## src/sv/ple_pkg.sv

```systemverilog
package ple_pkg;

    // Fixed field widths of the request and result transactions.
    localparam int ACT_W   = 3;
    localparam int VALUE_W = 32;
    localparam int POS_W   = 6;
    localparam int STAT_W  = 2;
    localparam int CNT_W   = 6;

    // Depth of the request queue between front and back.
    localparam int QDEPTH  = 2;

    // Result status codes.
    localparam logic [STAT_W-1:0] ST_OK     = 2'd0;
    localparam logic [STAT_W-1:0] ST_BADPOS = 2'd1;
    localparam logic [STAT_W-1:0] ST_EMPTY  = 2'd2;
    localparam logic [STAT_W-1:0] ST_FULL   = 2'd3;

    // Request operations, encoded as the action field.
    typedef enum logic [ACT_W-1:0] {
        OP_ADD_FRONT = 3'd0,
        OP_ADD_BACK  = 3'd1,
        OP_INSERT_AT = 3'd2,
        OP_DEL_FRONT = 3'd3,
        OP_DEL_BACK  = 3'd4,
        OP_DEL_AT    = 3'd5,
        OP_LIST      = 3'd6,
        OP_NONE      = 3'd7
    } t_op;

    // Classified request as it travels through the queue.
    typedef struct packed {
        t_op                        op;
        logic signed [VALUE_W-1:0]  value;
        logic [POS_W-1:0]           position;
        logic [POS_W-1:0]           pos_m1;
        logic                       pos_zero;
    } t_req;

endpackage

```

## src/sv/ple_front.sv

```systemverilog
module ple_front (
    input  logic [ple_pkg::ACT_W-1:0]          i_action,
    input  logic signed [ple_pkg::VALUE_W-1:0] i_value,
    input  logic [ple_pkg::POS_W-1:0]          i_position,
    input  logic                               i_in_valid,
    output logic                               o_in_ready,
    input  logic                               i_q_full,
    output logic                               o_push,
    output ple_pkg::t_req                      o_req
);
    import ple_pkg::*;

    // Accept a transaction whenever the queue has room.
    assign o_in_ready = !i_q_full;
    assign o_push     = i_in_valid && !i_q_full;

    // Classify the request and precompute the 0-based position.
    always_comb begin
        o_req.op       = t_op'(i_action);
        o_req.value    = i_value;
        o_req.position = i_position;
        o_req.pos_m1   = i_position - POS_W'(1);
        o_req.pos_zero = (i_position == '0);
    end

endmodule

```

## config.mk

```make
export PLATFORM = sky130hd
export DESIGN_NAME = ple_front
export DESIGN_NICKNAME = d
export VERILOG_FILES = /design/src/sv/ple_pkg.sv /design/src/sv/ple_front.sv
export SDC_FILE = /design/constraint.sdc
export NUM_CORES = 1
export LEC_CHECK = 0
export BUFFER_PORTS_ARGS = -buffer_cell sky130_fd_sc_hd__buf_2
export CAP_MARGIN = 10
export CORE_AREA = 3 3 44 46
export DETAILED_ROUTE_END_ITERATION = 10
export DIE_AREA = 0 0 47 49
export PLACE_DENSITY_LB_ADDON = 0.05
export SYNTH_ARGS = -nofsm -noshare
export SYNTH_HDL_FRONTEND = slang
export SYNTH_SLANG_ARGS = --single-unit
```

## constraint.sdc

```tcl
create_clock -name vclk -period 2.8
set_input_delay 0.42 -clock vclk [all_inputs]
set_output_delay 0.42 -clock vclk [all_outputs]
set_load 0.05 [all_outputs]
```

==> results.toml <==
[power]
peakVddDrop_uv = 64.28
combinational_power_share = 1.000
power.share.sequential = 0
power.share.clock = 0
switch_share = 0.7784
p_per_area_mw_per_mm2 = 318.8
total_net_switching_power_mw = 0.06272
power_report.internal_total_mw = 0.01786
p_leak_nw = 0.1581

[setup_path]
path_class = "input pin to output port"
timing.critical_path.mode_cell = "sky130_fd_sc_hd__buf_2"
worst-path-buf-inv = 2
critical_path_max_stage_delay_ns = 0.41
path_cells = "buf_2 -> or3_1 -> nor3_2 -> xor2_1 -> buf_2"
arrival_ns = 1.50
cp.required_ns = 2.38
timing.critical_path.from_type = "input pin"
crit_path_top_delay_cell = "sky130_fd_sc_hd__or3_1"
crit_fanout = 3
crit_family = "simple AND/OR/NAND/NOR gates"
crit_path_end_kind = "output port"

[floorplanning]
floorplan.die.height_um = 49
floorplan.core_area_mm2 = 0.001541
ios = 93
starting_density = 0.2760
dieArea_mm2 = 0.002303
die_span_x_um = 47
fp-row-count = 14

[routing]
detail_route.drc_violations = 0
avgRoutedWirePerCell_um = 12.36
num_vias = 210
detail_route.iter0.violations = 1
antenna_violating_nets_post_route = 0
post_drt_via_cell_ratio = 3.750
drt_pre_antenna_iters = 2
detail_route.wirelength_um = 692

[place]
io_buffer_count = 23
pre_cts_ws_ns = 0.8560
hpwl_um = 609.2
post-place-cells = 56
globalplace.congestion = 0.6094

[hold_path]
worst_hold_path.endpoint = "o_req[15]"
min_path_cells = 0
holdCritPathClass = "input pin to output port"
hold_path_startpoint = "i_value[2]"

[flow_run]
max_cap_viol_count = 0

[cts]
cts_hold_repair.buffers = 0
cts_setup_buffers = 0
post_cts_resize_count = 0

[yosys]
syn-num-nets = 103
synth.cells.most_frequent = "sky130_fd_sc_hd__buf_4 (41), sky130_fd_sc_hd__inv_1 (4), sky130_fd_sc_hd__xor2_1 (3)"
synth.top_cell.area_share = 0.7235
netlist_instances = 58
yosys.cell_types.count = 12
ys_warn_count = 0
dominant_cell_type_by_area_after_synthesis = "sky130_fd_sc_hd__buf_4"
syn-cell-area_um2 = 425.4
syn_area_per_cell_um2 = 7.335
synth_most_common_cell = "sky130_fd_sc_hd__buf_4"
synth.top_cells.by_area = "sky130_fd_sc_hd__buf_4 (72%), sky130_fd_sc_hd__xor2_1 (6.2%), sky130_fd_sc_hd__ha_1 (5.9%)"
ys_seq_area_frac = 0

[timing]
minimum_period_implied_by_the_final_worst_setup_slack_ns = 1.925
post_route_worst_setup_slack_ns = 0.8751
maxSlewViolCount = 0
setup_viol = 0
hold_viol = 0
rsz0062_at_grt = "false"
maxClockFrequency_mhz = 519.5
worstMarginPinSlew_ns = 0.2609
timing.slew.headroom = 0.8273
timing.setup.tns_ns = 0
period_share = 0.6875

[finish]
flow.area_growth_from_synthesis_pct = -40.59
layoutNonFillerInstCount = 56
clkbuf_count = 0
nets = 87
drive_above_1_share = 0.6000
insertedDiodeCount = 0
flops_and_latches = 0
count_of_fill_cells_added_during_filler_insertion = 192
final-seq-area_um2 = 0

[global_routing]
maximum_number_of_pins_on_one_net_before_global_route_repair = 6
grt_pass1_wl_um = 1014
first_global_vias = 211
globalRouteTotalUtil = 0.05474
initial_antenna_violation_count = 0
overflow = 0

[run_status]
run_status = "complete, no violations"
[per-stage QoR]
stage / hold WS [ns] / total power [mW] / utilization / area, µm²
detailed placement: 0.8403 / 0.08151 / 0.1640 / 252.7
CTS: 0.8403 / 0.08173 / 0.1640 / 252.7
finish: 0.8400 / 0.08057 / 0.1640 / 252.7
floorplan: 1.007 / 0.1992 / - / 425.4
global route: 0.8401 / 0.08452 / 0.1640 / 252.7
global placement: 0.8403 / 0.08139 / 0.1640 / 252.7
[power groups by stage]
stage               Sequential (mW)  Combinational [mW]  Clock [mW]
finish                            0              0.0806           0
global placement                  0              0.0814           0
floorplan                         0               0.199           0
detailed placement                0              0.0815           0
CTS                               0              0.0817           0
global route                      0              0.0845           0
[layout make-up]
| class | instances | area (µm²) | area share |
|---|---|---|---|
| inverter | 4 | 15.01 | 0.05941 |
| multi-input combinational | 13 | 102.6 | 0.4059 |
| tap | 16 | 20.02 | 0.07921 |
| timing repair buffer | 23 | 115.1 | 0.4554 |
[cells in the final DEF, fill, tap and decap left out]
cell type,count
sky130_fd_sc_hd__buf_2,23
sky130_fd_sc_hd__ha_1,2
sky130_fd_sc_hd__inv_1,4
sky130_fd_sc_hd__nand2_1,1
sky130_fd_sc_hd__nor2_1,1
sky130_fd_sc_hd__nor2b_1,1
sky130_fd_sc_hd__nor3_1,1
sky130_fd_sc_hd__nor3_2,1
sky130_fd_sc_hd__nor3b_1,1
sky130_fd_sc_hd__or3_1,1
sky130_fd_sc_hd__xnor2_1,1
sky130_fd_sc_hd__xor2_1,3
[layer usage]
layer / share of wire / GRT usage / vias up
li1: - / - / 99
met2: 0.50 / 0.09502 / 18
met4: 0.025 / 0.02765 / 0
met5: 0 / 0 / -
met1: 0.30 / 0.05000 / 85
met3: 0.17 / 0.02583 / 8
[how the worst max path moves through the flow]
stage	cells past startpoint	slack (ns)	to	from
after detailed placement	5	0.86	o_req[6]	i_position[4]
after global placement	5	0.88	o_req[6]	i_position[4]
final	5	0.88	o_req[6]	i_position[4]
after global routing	5	0.80	o_req[6]	i_position[4]
after floorplan	3	0.26	o_req[0]	i_position[0]
after CTS	5	0.86	o_req[6]	i_position[4]
[kinds of logic after synthesis]
group / count (synthesis) / share of synthesized area
and+or+nand+nor: 7 / 0.1000
buffers and inverters: 45 / 0.7588
xor gates and xnor gates: 4 / 0.08237
adders and majority gates: 2 / 0.05881
No activity file was read; power rests on OpenSTA's default activity.
