<file path="src/sv/ple_pkg.sv">
package ple_pkg;

    // Fixed field widths of the request and result transactions.
    localparam int ACT_W   = 3;
    localparam int VALUE_W = 32;
    localparam int POS_W   = 6;
    localparam int STAT_W  = 2;
    localparam int CNT_W   = 6;

    // Depth of the request queue between front and back.
    localparam int QDEPTH  = 2;

    // Result status codes.
    localparam logic [STAT_W-1:0] ST_OK     = 2'd0;
    localparam logic [STAT_W-1:0] ST_BADPOS = 2'd1;
    localparam logic [STAT_W-1:0] ST_EMPTY  = 2'd2;
    localparam logic [STAT_W-1:0] ST_FULL   = 2'd3;

    // Request operations, encoded as the action field.
    typedef enum logic [ACT_W-1:0] {
        OP_ADD_FRONT = 3'd0,
        OP_ADD_BACK  = 3'd1,
        OP_INSERT_AT = 3'd2,
        OP_DEL_FRONT = 3'd3,
        OP_DEL_BACK  = 3'd4,
        OP_DEL_AT    = 3'd5,
        OP_LIST      = 3'd6,
        OP_NONE      = 3'd7
    } t_op;

    // Classified request as it travels through the queue.
    typedef struct packed {
        t_op                        op;
        logic signed [VALUE_W-1:0]  value;
        logic [POS_W-1:0]           position;
        logic [POS_W-1:0]           pos_m1;
        logic                       pos_zero;
    } t_req;

endpackage

</file>
<file path="src/sv/ple_queue.sv">
module ple_queue (
    input  logic          i_clk,
    input  logic          i_rst_n,
    input  logic          i_push,
    input  ple_pkg::t_req i_data,
    output logic          o_full,
    output logic          o_valid,
    output ple_pkg::t_req o_data,
    input  logic          i_pop
);
    import ple_pkg::*;

    localparam int PW = (QDEPTH > 1) ? $clog2(QDEPTH) : 1;
    localparam int NW = $clog2(QDEPTH + 1);

    t_req            r_mem [QDEPTH];
    logic [PW-1:0]   r_wr;
    logic [PW-1:0]   r_rd;
    logic [NW-1:0]   r_num;
    logic [PW-1:0]   n_wr;
    logic [PW-1:0]   n_rd;
    logic [NW-1:0]   n_num;

    assign o_full  = (r_num == NW'(QDEPTH));
    assign o_valid = (r_num != '0);
    assign o_data  = r_mem[r_rd];

    // Pointer and occupancy update with wrap at the queue depth.
    always_comb begin
        n_wr  = r_wr;
        n_rd  = r_rd;
        n_num = r_num;
        if (i_push) begin
            n_wr = (r_wr == PW'(QDEPTH - 1)) ? '0 : r_wr + PW'(1);
        end
        if (i_pop) begin
            n_rd = (r_rd == PW'(QDEPTH - 1)) ? '0 : r_rd + PW'(1);
        end
        if (i_push && !i_pop) begin
            n_num = r_num + NW'(1);
        end else if (i_pop && !i_push) begin
            n_num = r_num - NW'(1);
        end
    end

    always_ff @(posedge i_clk) begin
        if (!i_rst_n) begin
            r_wr  <= '0;
            r_rd  <= '0;
            r_num <= '0;
        end else begin
            r_wr  <= n_wr;
            r_rd  <= n_rd;
            r_num <= n_num;
        end
    end

    // Entry storage.
    always_ff @(posedge i_clk) begin
        if (i_push) begin
            r_mem[r_wr] <= i_data;
        end
    end

endmodule

</file>
<file path="config.mk">
export PLATFORM = sky130hd
export DESIGN_NAME = ple_queue
export DESIGN_NICKNAME = d
export VERILOG_FILES = /design/src/sv/ple_pkg.sv /design/src/sv/ple_queue.sv
export SDC_FILE = /design/constraint.sdc
export NUM_CORES = 1
export LEC_CHECK = 0
export BUFFER_PORTS_ARGS = -buffer_cell sky130_fd_sc_hd__buf_2
export CAP_MARGIN = 20
export CORE_UTILIZATION = 51
export CTS_CLUSTER_SIZE = 10
export DETAILED_ROUTE_END_ITERATION = 10
export PLACE_DENSITY_LB_ADDON = 0.2
export SYNTH_ARGS = -nofsm -noshare
export SYNTH_HDL_FRONTEND = slang
export SYNTH_SLANG_ARGS = --single-unit
</file>
<file path="constraint.sdc">
create_clock -name i_clk -period 3.6 [get_ports i_clk]
set_input_delay 0.18 -clock i_clk [delete_from_list [all_inputs] [get_ports i_clk]]
set_output_delay 0.18 -clock i_clk [all_outputs]
set_load 0.01 [all_outputs]
</file>
==> metrics.md <==
| Metric | Value |
|---|---|
| Synth-to-layout area growth | 25.0% |
| Final Hold Viols | 0 |
| CTS tree | yes |
| N_diodes | 0 |
| Fmax | 0.541 GHz |
| Gr usage total | 0.162 |
| Sum Neg Setup Slack | 0 ps |
| YS warnings | 0 |
| Initial antenna violation count | 0 |
| Nature of the critical path startpoint | register |
| 1st-iter DRT viols | 65 |
| Initial core utilization | 0.536 |
| Final Cycle Share | 0.514 |
| Relative slew slack | 0.441 |
| Top cells by count, synth | 96 x edfxtp_1, 47 x mux2_2, 5 x dfxtp_1, 4 x and2_1 |
| Fillers | 498 |
| Slew @ Worst Pin | 837 ps |
| Clock latency on the worst-skew pair | 340 ps |
| Synth Register Bits | 101 |
| Number of cells upsized or downsized after cts | 0 |
| Top-count cell post-synth | edfxtp_1 |
| Prevailing post-synth register cell | edfxtp_1 |
| CTS hold repair buffers | 0 |
| Area contributors post-synth | edfxtp_1 78%, mux2_2 14%, dfxtp_1 2.7% |
| Gr ovfl total | 0 |
| Leading area contributor after synthesis | edfxtp_1 |
| Hold WS | 21.3 ps |
| Top-area cell type share of the netlist area | 0.782 |
| Number of port buffers | 101 |
| Post-synth ARST share | 0 |
| CTS Buffer Depth | 2 |
| I/O Pins | 102 |
| Final worst slack | 1750 ps |
| Synthesized area per cell | 21.5 sq um |
| Worst EP required | 3420 ps |
| Min Tclk post-route | approximately 1800 ps |
| Post-synth cell types | 19 |
| CP max FO | 37 |
| WL per Instance | between 15 and 20 um |
| Finished Core Util | 0.670 |
| Final WL | 5.97 mm |
| GPL Wtd Cong | 0.655 |
| Post-Route Skew | around 9.7 ps |
| TritonRoute pass-1 iters | 4 |
| CTS buffer count | 9 |
| RSZ-0062 raised after global routing | no |
| WS Path Type | reg2out |
| Setup-failing EPs final | 0 |
| Max Cap Viol | 0 |
| First-pass GRT wire length | 8.90 mm |
| Setup bufs post-CTS | 0 |
| Synth Instances | ~170 |
| Post-synth EDFFs | 96 |
| Nets | 346 |
| Pleak | between 0.0015 and 0.002 uW |
| Die width | 87 um |
| Via-to-Cell Ratio | around 5 |
| Pins Over Slew Limit | 0 |
| Remaining DRCs | 0 |
| Pin count of the biggest net entering global routing | 38 |
| Maximum VDD drop | between 0.0002 and 0.0003 V |
| Crit path DAT | 1670 ps |
| Status | complete, no violations |
| Layout cells sized above 1 | 0.570 |
| Sink Count | approximately 100 |
| Hold Crit Class | in2reg |
| Antenna viol nets, final | 0 |
| Cell Area, Placed | 0.00432 sq mm |
| Die ar. | 0.00757 sq mm |
| Sequential area share after synthesis | 0.810 |
| Setup crit end kind | output pin |
| Htree depth | 3 |
| Die H | 87 um |
| Pre-CTS setup slack | about 1800 ps |
| Root buffer cell | clkbuf_8 |
| Clock-pin slew on the worst setup and hold paths | 90 ps |
| Vias in the first global route | 1882 |
| CORE AREA | ~0.0069 sq mm |
| DR vias | 1921 |
| Pwr Density | just under 500 mW/mm^2 |
| Post-Syn Area | between 0.003 and 0.004 sq mm |
| Post-DP HPWL | around 3.9 mm |
| Final instance area | 0.00461 sq mm |
| Mapped Nets | 224 |
| Cell row count | 30 |
## critical path, stage by stage, from the launching register on
cell and delay (ps):
dfxtp_2 530, buf_12 280, mux2_2 370, buf_2 140
## final cells by class
| class | count | area [sq um] | area share |
|---|---|---|---|
| multi-input cells | 64 | 667 | 0.145 |
| clock buffers | 12 | 145 | 0.0315 |
| flip-flops and latches | 101 | 2980 | 0.648 |
| repair buffers | 116 | 661 | 0.143 |
| well taps | 96 | 120 | 0.0261 |
| inverters | 1 | 3.75 | 0.000815 |
| clock inverters | 4 | 25.0 | 0.00543 |
## logic make-up (layout without fill, tap and decap cells)
logic type	after synthesis	count (layout)	share of synthesized area
mux	48	48	0.147
xor+xnor	3	3	0.00713
flops	101	101	0.810
fa+ha+maj	1	1	0.00340
buf+inv	6	133	0.0119
compound gates	3	3	0.00543
simple gates	9	9	0.0160
## per-layer routing
layer,vias up,routed length (um),part of all wire,track usage
met1,949,2580,0.43,0.196
met5,-,0,0,0
met2,60,3010,0.50,0.271
met4,0,49,0.0082,0.0727
li1,908,-,-,-
met3,4,323,0.054,0.0493
## power by group
group | internal [uW] | switching, uW
logic | 140 | 131
registers | 1350 | 21.4
clock network | 269 | 350
total | 1760 | 502
## layout by cell type (no fill, tap or decap), types with 2 or more instances in the layout
master	Yosys	routed
and2_1	4	3
buf_2	2	101
buf_4	1	2
clkbuf_1	0	2
clkbuf_8	0	10
clkinv_2	0	2
clkinvlp_4	0	2
dfxtp_1	5	4
dlygate4sd3_1	0	12
edfxtp_1	96	96
mux2_2	47	47
xor2_1	2	2
## through the flow
step                      cells  total power [uW]
after floorplan             171              1550
after global placement      365              1660
after detailed placement    366              1670
after CTS                   382              2270
after global routing        394              2360
final                       394              2260
## registers in the layout, indices dropped and copies added (netlist names), named ones only
signal  count
r_mem      96
r_num       2
r_rd        1
r_wr        1
## path summary, 6_finish.rpt
kind,from,to,slack [ps],depth (start not counted)
worst max-delay path,register,o_data[16],1750,3
worst min-delay path,i_data[31],r_mem[1][31]$_DFFE_PP_,20,1
worst min register to register,r_num[1]$_SDFFE_PN0P_,r_num[1]$_SDFFE_PN0P_,510,2
worst max register to register,r_wr$_SDFFE_PN0P_,r_mem[0][6]$_DFFE_PP_,1810,2
Power figures use the tool's default switching activity.
